`config.mk`:
```
export PLATFORM = sky130hd
export DESIGN_NAME = sector_cache_lru_tag_engine_top
export DESIGN_NICKNAME = d
export VERILOG_FILES = /design/src/rtl/core/sclte_pkg.sv /design/src/rtl/core/sector_cache_lru_tag_engine_top.sv
export SDC_FILE = /design/constraint.sdc
export NUM_CORES = 1
export LEC_CHECK = 0
export BUFFER_PORTS_ARGS = -buffer_cell sky130_fd_sc_hd__buf_4
export CAP_MARGIN = 20
export CORE_UTILIZATION = 40
export DETAILED_ROUTE_END_ITERATION = 8
export HOLD_SLACK_MARGIN = 0.02
export PLACE_DENSITY = 0.52
export SLEW_MARGIN = 10
export SYNTH_ARGS = -nofsm -noshare
export SYNTH_HDL_FRONTEND = slang
export SYNTH_SLANG_ARGS = --single-unit
```
`constraint.sdc`:
```
create_clock -name clk -period 6.35 [get_ports clk]
set_input_delay 0.3175 -clock clk [delete_from_list [all_inputs] [get_ports clk]]
set_output_delay 0.3175 -clock clk [all_outputs]
set_load 0.01 [all_outputs]
```
`src/rtl/core/sclte_pkg.sv`:
```
package sclte_pkg;

  localparam int CMD_W      = 2;
  localparam int STATUS_W   = 2;
  localparam int CAP_W      = 5;
  localparam int MODE_W     = 2;
  localparam int DEV_W      = 32;
  localparam int CFG_IDX_W  = 2;
  localparam int CFG_DATA_W = 32;

  typedef enum logic [CMD_W-1:0] {
    CMD_READ  = 2'd0,
    CMD_ADD   = 2'd1,
    CMD_WRITE = 2'd2,
    CMD_FLUSH = 2'd3
  } cmd_t;

  typedef enum logic [STATUS_W-1:0] {
    ST_OK       = 2'd0,
    ST_MISS     = 2'd1,
    ST_DISABLED = 2'd2
  } status_t;

  typedef enum logic {
    KIND_STATUS = 1'b0,
    KIND_WB     = 1'b1
  } kind_t;

  localparam logic [CFG_IDX_W-1:0] CFG_CAPACITY   = 2'd0;
  localparam logic [CFG_IDX_W-1:0] CFG_WRITE_MODE = 2'd1;
  localparam logic [CFG_IDX_W-1:0] CFG_DEVICE_ID  = 2'd2;

  localparam logic [MODE_W-1:0] WM_IMMEDIATE = 2'd0;
  localparam logic [MODE_W-1:0] WM_VIRTUAL   = 2'd2;

  localparam logic [CAP_W-1:0] CAP_RESET = 5'd16;

endpackage

```
`src/rtl/core/sector_cache_lru_tag_engine_top.sv`:
```
// Channel  | Direction | Handshake          | Payload
// in       | input     | in_valid/in_ready  | in_cmd, in_sector
// out      | output    | out_valid/out_ready| out_kind, out_status, out_slot, out_sector,
//          |           |                    | out_device, out_last
// cfg      | input     | cfg_we             | cfg_index, cfg_wdata
//
// One command at a time; in_ready is high only while the sequencer is idle.
// Each pass walks all CACHE_ENTRIES slots through the single tag/rank memory read port and
// one comparator. Read/write: one lookup pass, plus a rank pass on a hit. Add: lookup, one
// victim pass per eviction, one rank pass. Flush: one minimum-tag pass per valid entry, plus
// one, and no pass in virtual mode. A result word is held while out_ready is low.
// Synchronous active-low reset clears valid/dirty bits and the fill count.
module sector_cache_lru_tag_engine_top
  import sclte_pkg::*;
#(
  parameter int CACHE_ENTRIES = 16,
  parameter int SECTOR_BITS   = 48
) (
  input  logic                          clk,
  input  logic                          rst_n,
  input  logic                          in_valid,
  output logic                          in_ready,
  input  logic [CMD_W-1:0]              in_cmd,
  input  logic [SECTOR_BITS-1:0]        in_sector,
  output logic                          out_valid,
  input  logic                          out_ready,
  output logic                          out_kind,
  output logic [STATUS_W-1:0]           out_status,
  output logic [$clog2(CACHE_ENTRIES)-1:0] out_slot,
  output logic [SECTOR_BITS-1:0]        out_sector,
  output logic [DEV_W-1:0]              out_device,
  output logic                          out_last,
  input  logic                          cfg_we,
  input  logic [CFG_IDX_W-1:0]          cfg_index,
  input  logic [CFG_DATA_W-1:0]         cfg_wdata
);

  localparam int IDX_W = $clog2(CACHE_ENTRIES);
  localparam int CNT_W = $clog2(CACHE_ENTRIES + 1);
  localparam int CMP_W = (CNT_W > CAP_W) ? CNT_W : CAP_W;
  localparam logic [CNT_W-1:0] N_CNT = CNT_W'(CACHE_ENTRIES);

  typedef enum logic [3:0] {
    S_IDLE,
    S_FIND,
    S_TOUCH,
    S_WB,
    S_EVSCAN,
    S_EVICT,
    S_INS,
    S_FLSCAN,
    S_FLEMIT,
    S_DONE
  } state_t;

  logic [SECTOR_BITS-1:0] tag_mem [CACHE_ENTRIES];
  logic [IDX_W-1:0]       rank_mem [CACHE_ENTRIES];

  state_t                   state_r, state_nxt;
  logic [CAP_W-1:0]         capacity_r, capacity_nxt;
  logic [MODE_W-1:0]        write_mode_r, write_mode_nxt;
  logic [DEV_W-1:0]         device_r, device_nxt;
  cmd_t                     cmd_r, cmd_nxt;
  logic [SECTOR_BITS-1:0]   sec_r, sec_nxt;
  logic [CACHE_ENTRIES-1:0] valid_r, valid_nxt;
  logic [CACHE_ENTRIES-1:0] dirty_r, dirty_nxt;
  logic [CACHE_ENTRIES-1:0] done_r, done_nxt;
  logic [CNT_W-1:0]         used_r, used_nxt;
  logic [CNT_W-1:0]         scan_idx_r, scan_idx_nxt;
  logic                     p_vld_r, p_vld_nxt;
  logic [IDX_W-1:0]         p_idx_r, p_idx_nxt;
  logic                     hit_r, hit_nxt;
  logic [IDX_W-1:0]         hit_idx_r, hit_idx_nxt;
  logic [IDX_W-1:0]         hit_rank_r, hit_rank_nxt;
  logic                     best_vld_r, best_vld_nxt;
  logic [IDX_W-1:0]         best_idx_r, best_idx_nxt;
  logic [IDX_W-1:0]         best_rank_r, best_rank_nxt;
  logic [SECTOR_BITS-1:0]   best_tag_r, best_tag_nxt;
  logic                     free_vld_r, free_vld_nxt;
  logic [IDX_W-1:0]         free_idx_r, free_idx_nxt;
  status_t                  st_status_r, st_status_nxt;
  logic [IDX_W-1:0]         st_slot_r, st_slot_nxt;
  logic [SECTOR_BITS-1:0]   st_sector_r, st_sector_nxt;
  logic                     out_valid_r, out_valid_nxt;
  kind_t                    out_kind_r, out_kind_nxt;
  status_t                  out_status_r, out_status_nxt;
  logic [IDX_W-1:0]         out_slot_r, out_slot_nxt;
  logic [SECTOR_BITS-1:0]   out_sector_r, out_sector_nxt;
  logic [DEV_W-1:0]         out_device_r, out_device_nxt;
  logic                     out_last_r, out_last_nxt;

  logic [SECTOR_BITS-1:0] tag_rd_r;
  logic [IDX_W-1:0]       rank_rd_r;
  logic [IDX_W-1:0]       rd_addr;
  logic                   tag_we;
  logic                   rank_we;
  logic [IDX_W-1:0]       rank_waddr;
  logic [IDX_W-1:0]       rank_wdata;

  logic             scanning;
  logic             scan_full;
  logic             scan_end;
  logic             e_valid;
  logic             out_free;
  logic             need_evict;
  logic             more_evict;
  logic [CNT_W-1:0] used_dec;
  logic             ev_emit;

  assign scanning = (state_r == S_FIND) || (state_r == S_TOUCH) || (state_r == S_EVSCAN) ||
                    (state_r == S_INS) || (state_r == S_FLSCAN);
  assign scan_full  = (scan_idx_r == N_CNT);
  assign scan_end   = scan_full && !p_vld_r;
  assign rd_addr    = scan_full ? '0 : scan_idx_r[IDX_W-1:0];
  assign e_valid    = valid_r[p_idx_r];
  assign out_free   = !out_valid_r || out_ready;
  assign used_dec   = used_r - CNT_W'(1);
  assign need_evict = (CMP_W'(used_r) >= CMP_W'(capacity_r)) || (used_r == N_CNT);
  assign more_evict = (CMP_W'(used_dec) >= CMP_W'(capacity_r));
  assign ev_emit    = best_vld_r && dirty_r[best_idx_r] && (write_mode_r != WM_VIRTUAL);

  assign in_ready   = (state_r == S_IDLE);
  assign out_valid  = out_valid_r;
  assign out_kind   = out_kind_r;
  assign out_status = out_status_r;
  assign out_slot   = out_slot_r;
  assign out_sector = out_sector_r;
  assign out_device = out_device_r;
  assign out_last   = out_last_r;

  always_ff @(posedge clk) begin
    if (tag_we) begin
      tag_mem[free_idx_r] <= sec_r;
    end
    if (rank_we) begin
      rank_mem[rank_waddr] <= rank_wdata;
    end
    tag_rd_r  <= tag_mem[rd_addr];
    rank_rd_r <= rank_mem[rd_addr];
  end

  always_comb begin
    state_nxt      = state_r;
    capacity_nxt   = capacity_r;
    write_mode_nxt = write_mode_r;
    device_nxt     = device_r;
    cmd_nxt        = cmd_r;
    sec_nxt        = sec_r;
    valid_nxt      = valid_r;
    dirty_nxt      = dirty_r;
    done_nxt       = done_r;
    used_nxt       = used_r;
    scan_idx_nxt   = (scanning && !scan_full) ? scan_idx_r + CNT_W'(1) : scan_idx_r;
    p_vld_nxt      = scanning && !scan_full;
    p_idx_nxt      = rd_addr;
    hit_nxt        = hit_r;
    hit_idx_nxt    = hit_idx_r;
    hit_rank_nxt   = hit_rank_r;
    best_vld_nxt   = best_vld_r;
    best_idx_nxt   = best_idx_r;
    best_rank_nxt  = best_rank_r;
    best_tag_nxt   = best_tag_r;
    free_vld_nxt   = free_vld_r;
    free_idx_nxt   = free_idx_r;
    st_status_nxt  = st_status_r;
    st_slot_nxt    = st_slot_r;
    st_sector_nxt  = st_sector_r;
    out_valid_nxt  = out_valid_r && !out_ready;
    out_kind_nxt   = out_kind_r;
    out_status_nxt = out_status_r;
    out_slot_nxt   = out_slot_r;
    out_sector_nxt = out_sector_r;
    out_device_nxt = out_device_r;
    out_last_nxt   = out_last_r;
    tag_we         = 1'b0;
    rank_we        = 1'b0;
    rank_waddr     = p_idx_r;
    rank_wdata     = rank_rd_r + IDX_W'(1);

    if (cfg_we) begin
      case (cfg_index)
        CFG_CAPACITY:   capacity_nxt   = cfg_wdata[CAP_W-1:0];
        CFG_WRITE_MODE: write_mode_nxt = cfg_wdata[MODE_W-1:0];
        CFG_DEVICE_ID:  device_nxt     = cfg_wdata[DEV_W-1:0];
        default: ;
      endcase
    end

    case (state_r)
      S_IDLE: begin
        if (in_valid) begin
          cmd_nxt      = cmd_t'(in_cmd);
          sec_nxt      = in_sector;
          scan_idx_nxt = '0;
          hit_nxt      = 1'b0;
          if (capacity_r == '0) begin
            st_status_nxt = ST_DISABLED;
            st_slot_nxt   = '0;
            st_sector_nxt = (cmd_t'(in_cmd) == CMD_FLUSH) ? '0 : in_sector;
            state_nxt     = S_DONE;
          end else if (cmd_t'(in_cmd) == CMD_FLUSH) begin
            st_status_nxt = ST_OK;
            st_slot_nxt   = '0;
            st_sector_nxt = '0;
            done_nxt      = '0;
            best_vld_nxt  = 1'b0;
            state_nxt     = (write_mode_r == WM_VIRTUAL) ? S_DONE : S_FLSCAN;
          end else begin
            state_nxt = S_FIND;
          end
        end
      end

      S_FIND: begin
        if (p_vld_r && e_valid && (tag_rd_r == sec_r) && !hit_r) begin
          hit_nxt      = 1'b1;
          hit_idx_nxt  = p_idx_r;
          hit_rank_nxt = rank_rd_r;
        end
        if (scan_end) begin
          scan_idx_nxt  = '0;
          st_sector_nxt = sec_r;
          st_slot_nxt   = hit_r ? hit_idx_r : '0;
          st_status_nxt = ST_OK;
          if (!hit_r) begin
            if (cmd_r == CMD_ADD) begin
              best_vld_nxt = 1'b0;
              free_vld_nxt = 1'b0;
              state_nxt    = need_evict ? S_EVSCAN : S_INS;
            end else begin
              st_status_nxt = ST_MISS;
              state_nxt     = S_DONE;
            end
          end else if (cmd_r == CMD_ADD) begin
            st_status_nxt = ST_MISS;
            state_nxt     = S_DONE;
          end else begin
            state_nxt = S_TOUCH;
          end
        end
      end

      S_TOUCH: begin
        if (p_vld_r && e_valid) begin
          if (p_idx_r == hit_idx_r) begin
            rank_we    = 1'b1;
            rank_wdata = '0;
          end else if (rank_rd_r < hit_rank_r) begin
            rank_we = 1'b1;
          end
        end
        if (scan_end) begin
          if (cmd_r == CMD_WRITE) begin
            if (write_mode_r == WM_IMMEDIATE) begin
              dirty_nxt[hit_idx_r] = 1'b0;
              state_nxt            = S_WB;
            end else begin
              dirty_nxt[hit_idx_r] = 1'b1;
              state_nxt            = S_DONE;
            end
          end else begin
            state_nxt = S_DONE;
          end
        end
      end

      S_WB: begin
        if (out_free) begin
          out_valid_nxt  = 1'b1;
          out_kind_nxt   = KIND_WB;
          out_status_nxt = ST_OK;
          out_slot_nxt   = hit_idx_r;
          out_sector_nxt = sec_r;
          out_device_nxt = device_r;
          out_last_nxt   = 1'b0;
          state_nxt      = S_DONE;
        end
      end

      S_EVSCAN: begin
        if (p_vld_r && e_valid && (!best_vld_r || (rank_rd_r > best_rank_r))) begin
          best_vld_nxt  = 1'b1;
          best_idx_nxt  = p_idx_r;
          best_rank_nxt = rank_rd_r;
          best_tag_nxt  = tag_rd_r;
        end
        if (scan_end) begin
          state_nxt = S_EVICT;
        end
      end

      S_EVICT: begin
        if (!best_vld_r) begin
          used_nxt     = '0;
          scan_idx_nxt = '0;
          state_nxt    = S_INS;
        end else if (!ev_emit || out_free) begin
          if (ev_emit) begin
            out_valid_nxt  = 1'b1;
            out_kind_nxt   = KIND_WB;
            out_status_nxt = ST_OK;
            out_slot_nxt   = best_idx_r;
            out_sector_nxt = best_tag_r;
            out_device_nxt = device_r;
            out_last_nxt   = 1'b0;
          end
          valid_nxt[best_idx_r] = 1'b0;
          dirty_nxt[best_idx_r] = 1'b0;
          used_nxt              = used_dec;
          best_vld_nxt          = 1'b0;
          scan_idx_nxt          = '0;
          state_nxt             = more_evict ? S_EVSCAN : S_INS;
        end
      end

      S_INS: begin
        if (p_vld_r) begin
          if (e_valid) begin
            rank_we = 1'b1;
          end else if (!free_vld_r) begin
            free_vld_nxt = 1'b1;
            free_idx_nxt = p_idx_r;
          end
        end
        if (scan_end) begin
          if (free_vld_r) begin
            tag_we                = 1'b1;
            rank_we               = 1'b1;
            rank_waddr            = free_idx_r;
            rank_wdata            = '0;
            valid_nxt[free_idx_r] = 1'b1;
            dirty_nxt[free_idx_r] = 1'b0;
            used_nxt              = used_r + CNT_W'(1);
            st_status_nxt         = ST_OK;
            st_slot_nxt           = free_idx_r;
          end else begin
            st_status_nxt = ST_DISABLED;
            st_slot_nxt   = '0;
          end
          state_nxt = S_DONE;
        end
      end

      S_FLSCAN: begin
        if (p_vld_r && e_valid && !done_r[p_idx_r] &&
            (!best_vld_r || (tag_rd_r < best_tag_r))) begin
          best_vld_nxt = 1'b1;
          best_idx_nxt = p_idx_r;
          best_tag_nxt = tag_rd_r;
        end
        if (scan_end) begin
          state_nxt = best_vld_r ? S_FLEMIT : S_DONE;
        end
      end

      S_FLEMIT: begin
        if (out_free) begin
          out_valid_nxt         = 1'b1;
          out_kind_nxt          = KIND_WB;
          out_status_nxt        = ST_OK;
          out_slot_nxt          = best_idx_r;
          out_sector_nxt        = best_tag_r;
          out_device_nxt        = device_r;
          out_last_nxt          = 1'b0;
          done_nxt[best_idx_r]  = 1'b1;
          dirty_nxt[best_idx_r] = 1'b0;
          best_vld_nxt          = 1'b0;
          scan_idx_nxt          = '0;
          state_nxt             = S_FLSCAN;
        end
      end

      S_DONE: begin
        if (out_free) begin
          out_valid_nxt  = 1'b1;
          out_kind_nxt   = KIND_STATUS;
          out_status_nxt = st_status_r;
          out_slot_nxt   = st_slot_r;
          out_sector_nxt = st_sector_r;
          out_device_nxt = '0;
          out_last_nxt   = 1'b1;
          state_nxt      = S_IDLE;
        end
      end

      default: begin
        state_nxt = S_IDLE;
      end
    endcase
  end

  always_ff @(posedge clk) begin
    if (!rst_n) begin
      state_r      <= S_IDLE;
      capacity_r   <= CAP_RESET;
      write_mode_r <= WM_IMMEDIATE;
      device_r     <= '0;
      valid_r      <= '0;
      dirty_r      <= '0;
      done_r       <= '0;
      used_r       <= '0;
      scan_idx_r   <= '0;
      p_vld_r      <= 1'b0;
      hit_r        <= 1'b0;
      best_vld_r   <= 1'b0;
      free_vld_r   <= 1'b0;
      out_valid_r  <= 1'b0;
    end else begin
      state_r      <= state_nxt;
      capacity_r   <= capacity_nxt;
      write_mode_r <= write_mode_nxt;
      device_r     <= device_nxt;
      valid_r      <= valid_nxt;
      dirty_r      <= dirty_nxt;
      done_r       <= done_nxt;
      used_r       <= used_nxt;
      scan_idx_r   <= scan_idx_nxt;
      p_vld_r      <= p_vld_nxt;
      hit_r        <= hit_nxt;
      best_vld_r   <= best_vld_nxt;
      free_vld_r   <= free_vld_nxt;
      out_valid_r  <= out_valid_nxt;
    end
    cmd_r        <= cmd_nxt;
    sec_r        <= sec_nxt;
    p_idx_r      <= p_idx_nxt;
    hit_idx_r    <= hit_idx_nxt;
    hit_rank_r   <= hit_rank_nxt;
    best_idx_r   <= best_idx_nxt;
    best_rank_r  <= best_rank_nxt;
    best_tag_r   <= best_tag_nxt;
    free_idx_r   <= free_idx_nxt;
    st_status_r  <= st_status_nxt;
    st_slot_r    <= st_slot_nxt;
    st_sector_r  <= st_sector_nxt;
    out_kind_r   <= out_kind_nxt;
    out_status_r <= out_status_nxt;
    out_slot_r   <= out_slot_nxt;
    out_sector_r <= out_sector_nxt;
    out_device_r <= out_device_nxt;
    out_last_r   <= out_last_nxt;
  end

  a_used_matches_valid: assert property (@(posedge clk) disable iff (!rst_n)
    used_r == CNT_W'($countones(valid_r)))
    else $error("fill count differs from number of valid entries");

  a_busy_after_accept: assert property (@(posedge clk) disable iff (!rst_n)
    (in_valid && in_ready) |=> !in_ready)
    else $error("ready stayed high after a command was taken");

  a_victim_found: assert property (@(posedge clk) disable iff (!rst_n)
    (state_r == S_EVICT) |-> best_vld_r)
    else $error("eviction without a valid victim");

  a_no_wb_virtual: assert property (@(posedge clk) disable iff (!rst_n)
    ($rose(out_valid_r) && (out_kind_r == KIND_WB)) |-> ($past(write_mode_r) != WM_VIRTUAL))
    else $error("write-back word issued in virtual mode");

endmodule
```
==> impl_metrics.yaml <==
routing:
  drtPass1Iterations: 8
  vias_per_cell: 5.70
  route.vias.total: 30400
  wire_per_inst_um: 26.8
  drtIter0Drc: 3328
  wl_um: 143000
  post-route-drc-count: 0
  postRouteAntennaNets: 0
setup_path:
  critical_path_depth: 8
  cp-start-kind: "flip-flop"
  max_stage_delay_ns: 0.77
  cpMaxStageDelayCell: "nor2_4"
  path_cells: "inv_1 > ha_1 > and4bb_2 > nand2b_1 > nor2_1 > nand3_1 > nor2_4 > buf_4"
  crit_path_start: "scan_idx_r[0]$_SDFF_PN0_"
  worstPathMaxFanout: 48
  r2r-start: "scan_idx_r[0]$_SDFF_PN0_"
  cp.required_ns: 6.75
  crit_family: "simple AND/OR/NAND/NOR gates"
  reg2reg_depth: 8
  timing.critical_path.arrival_ns: 4.85
  end_kind: "flip-flop"
  crit_buf_inv: 2
  critPathKind: "flip-flop to flip-flop"
synthesis:
  synth_area_leaders: "edfxtp_1 65%, dfxtp_1 6.5%, mux2i_1 4.4%, o221ai_1 3.7%, mux4_2 2.7%"
  synth_nets: 3453
  synth_cell_types: 73
  yosysTopAreaCellShare: 0.652
  syn_inst: 3293
  ys_ff_latch: 1254
  async_flop_share: 0
  synth_edf_count: 1092
  synth_flop_cell: "edfxtp_1"
  ys_seq_area_frac: 0.717
  syn_area_mm2: 0.0503
  avgSynthCellArea_um2: 15.3
  synth_top_area_cell: "edfxtp_1"
  yosys_warnings: 0
final_layout:
  final_layout_size_suffix_gt1_frac: 0.150
  most-common-layout-cells: "1092 x edfxtp_1, 320 x nand2_1, 244 x buf_4"
  ff_latch_area_mm2: 0.0360
  final_common_cell: "edfxtp_1"
  nFillCells: 10700
  final_nets: 3745
  area_delta_synth_final_pct: 17.4
  diodes: 0
  multi_input_area_mm2: 0.0129
pwr:
  vdd_drop_max_mv: 0.311
  powerDensity_mw_per_mm2: 385
  leakagePower_nw: 19.6
cts:
  root_buffer: "clkbuf_16"
  cts_buffer_depth: 3
  clk_latency_ns: 0.78
  cts-htree-levels: 4
  path_clk_slew_ns: 0.06
  cts_resized: 0
  cts_tree: "yes"
  numCtsBuffers: 137
  cts_setup_buffers: 0
  clock-sinks: 1254
  hold_buffers: 91
run_status:
  outcome: "finished, final reports clean"
timing:
  hold_ws_ns: 0.231
  finalSetupTns_ns: 0
  fin_crit_sh: 0.701
  setup_viol: 0
  worst_pin_slew_ns: 1.21
  slew_headroom: 0.195
  finalClockSkew_ns: 0.0232
  drv_slew: 0
  fmax_mhz: 225
  min_period_ns: 4.45
  grt_setup_unrepaired: "false"
  hold_viol: 0
grt:
  overflow: 0
  grt_start_max_net_pins: 153
  antenna_found_initial: 0
  grt_first_pass_wirelength_um: 209000
  grt_pass1_vias: 30500
  grt_use_total: 0.225
die:
  core-area_mm2: 0.124
  pin_count: 179
  fp.dieArea_mm2: 0.127
  die_y_um: 357
  core.rowCount: 129
  die_w_um: 357
  initial_utilization: 0.405
min_path:
  worst_hold_path_type: "input port to flip-flop"
  hold_depth: 2
  hold_start: "rst_n"
place:
  routabilityCongestion: 0.872
  dpl.hpwl_um: 83900
  io_buffers: 178
flow_run:
  maxCapViolations: 0
-- cells by family after synthesis --
logic type | count (synthesis) | share of synthesized area
DFF | 1254 | 0.717
xor gates and xnor gates | 62 | 0.0108
muxes | 285 | 0.0718
and+or+nand+nor | 644 | 0.0590
buffers and inverters | 381 | 0.0303
adders and majority gates | 71 | 0.0177
AOI/OAI and AO/OA | 596 | 0.0938
-- per-stage QoR --
step	std cells	util	total power, mW	setup slack (ns)	area (µm²)
6_report	5333	0.475	22.7	1.90	59000
5_1_grt	5333	0.475	23.6	1.67	59000
4_1_cts	5328	0.475	22.9	1.86	59000
3_5_place_dp	4987	0.433	15.1	1.90	53700
3_3_place_gp	4982	0.432	15.0	1.86	53600
2_1_floorplan	3293	-	13.2	0.596	50300
-- state kept, by name (all words and copies together) (netlist names), 5 cells and up, named ones only --
signal,flops
best_tag_r,48
capacity_r,5
device_r,32
done_r,16
out_device,32
out_sector,48
rank_mem,64
scan_idx_r,5
sec_r,48
st_sector_r,48
tag_mem,768
tag_rd_r,48
used_r,5
valid_r,16
-- worst reg2reg max path, delay by kind of cell (launching register included) --
family,cells,cell delay (ns)
fa+ha+maj,1,0.21
simple gates,5,2.30
flops,1,0.62
buf+inv,2,0.91
-- power breakdown --
part           leakage (nW)  total, mW  switching (mW)  internal [mW]
Combinational          6.21       4.22            2.77           1.45
Sequential             11.3       10.8           0.668           10.1
Clock                  2.12       7.74            3.25           4.49
-- layer usage --
metal  share of wire  vias to the layer above  global-route usage
li1                -                    13500                   -
met1            0.45                    15700               0.319
met2            0.47                     1084               0.355
met3           0.063                      185              0.0385
met4           0.019                        0              0.0597
met5               0                        -                   0
-- area by class of cell --
| cell class | instances | share of cell area |
|---|---|---|
| repair buffers | 346 | 0.0497 |
| clock buffers | 200 | 0.0642 |
| multi-input cells | 1658 | 0.219 |
| clock inverters | 50 | 0.00950 |
| inverters | 188 | 0.0120 |
| flip-flops and latches | 1254 | 0.611 |
| well taps | 1637 | 0.0347 |
-- Yosys cell counts (3+ instances only) --
library cell / number
edfxtp_1: 1092
nand2_1: 321
mux2i_1: 221
o221ai_1: 210
inv_1: 186
dfxtp_1: 162
clkbuf_1: 120
nor2_1: 100
o21ai_0: 82
ha_1: 71
mux4_2: 60
a21oi_1: 57
buf_2: 56
a222oi_1: 52
a22o_1: 48
xnor2_1: 41
a21boi_0: 38
and2_1: 37
nor3_1: 34
nand2b_1: 26
nand4_1: 25
nand3_1: 22
a32o_1: 21
nor4_1: 21
xor2_1: 21
o2111ai_1: 18
a21o_1: 15
nor2b_1: 15
buf_1: 12
a41oi_1: 9
nor3b_1: 8
nand3b_1: 6
or2_2: 6
and3_1: 5
o311ai_0: 5
a311oi_1: 4
buf_4: 4
mux2_2: 4
or3_1: 4
a211oi_1: 3
a31oi_1: 3
o21a_1: 3
o221a_2: 3
o22ai_1: 3
or4_1: 3
-- worst paths after layout --
path                               end  slack, ns
max            tag_mem[3][3]$_DFFE_PP_       1.90
min          device_r[13]$_SDFFE_PN0P_       0.23
max reg2reg    tag_mem[3][3]$_DFFE_PP_       1.90
min reg2reg  device_r[18]$_SDFFE_PN0P_       0.46
No activity file was read; power rests on OpenSTA's default activity.
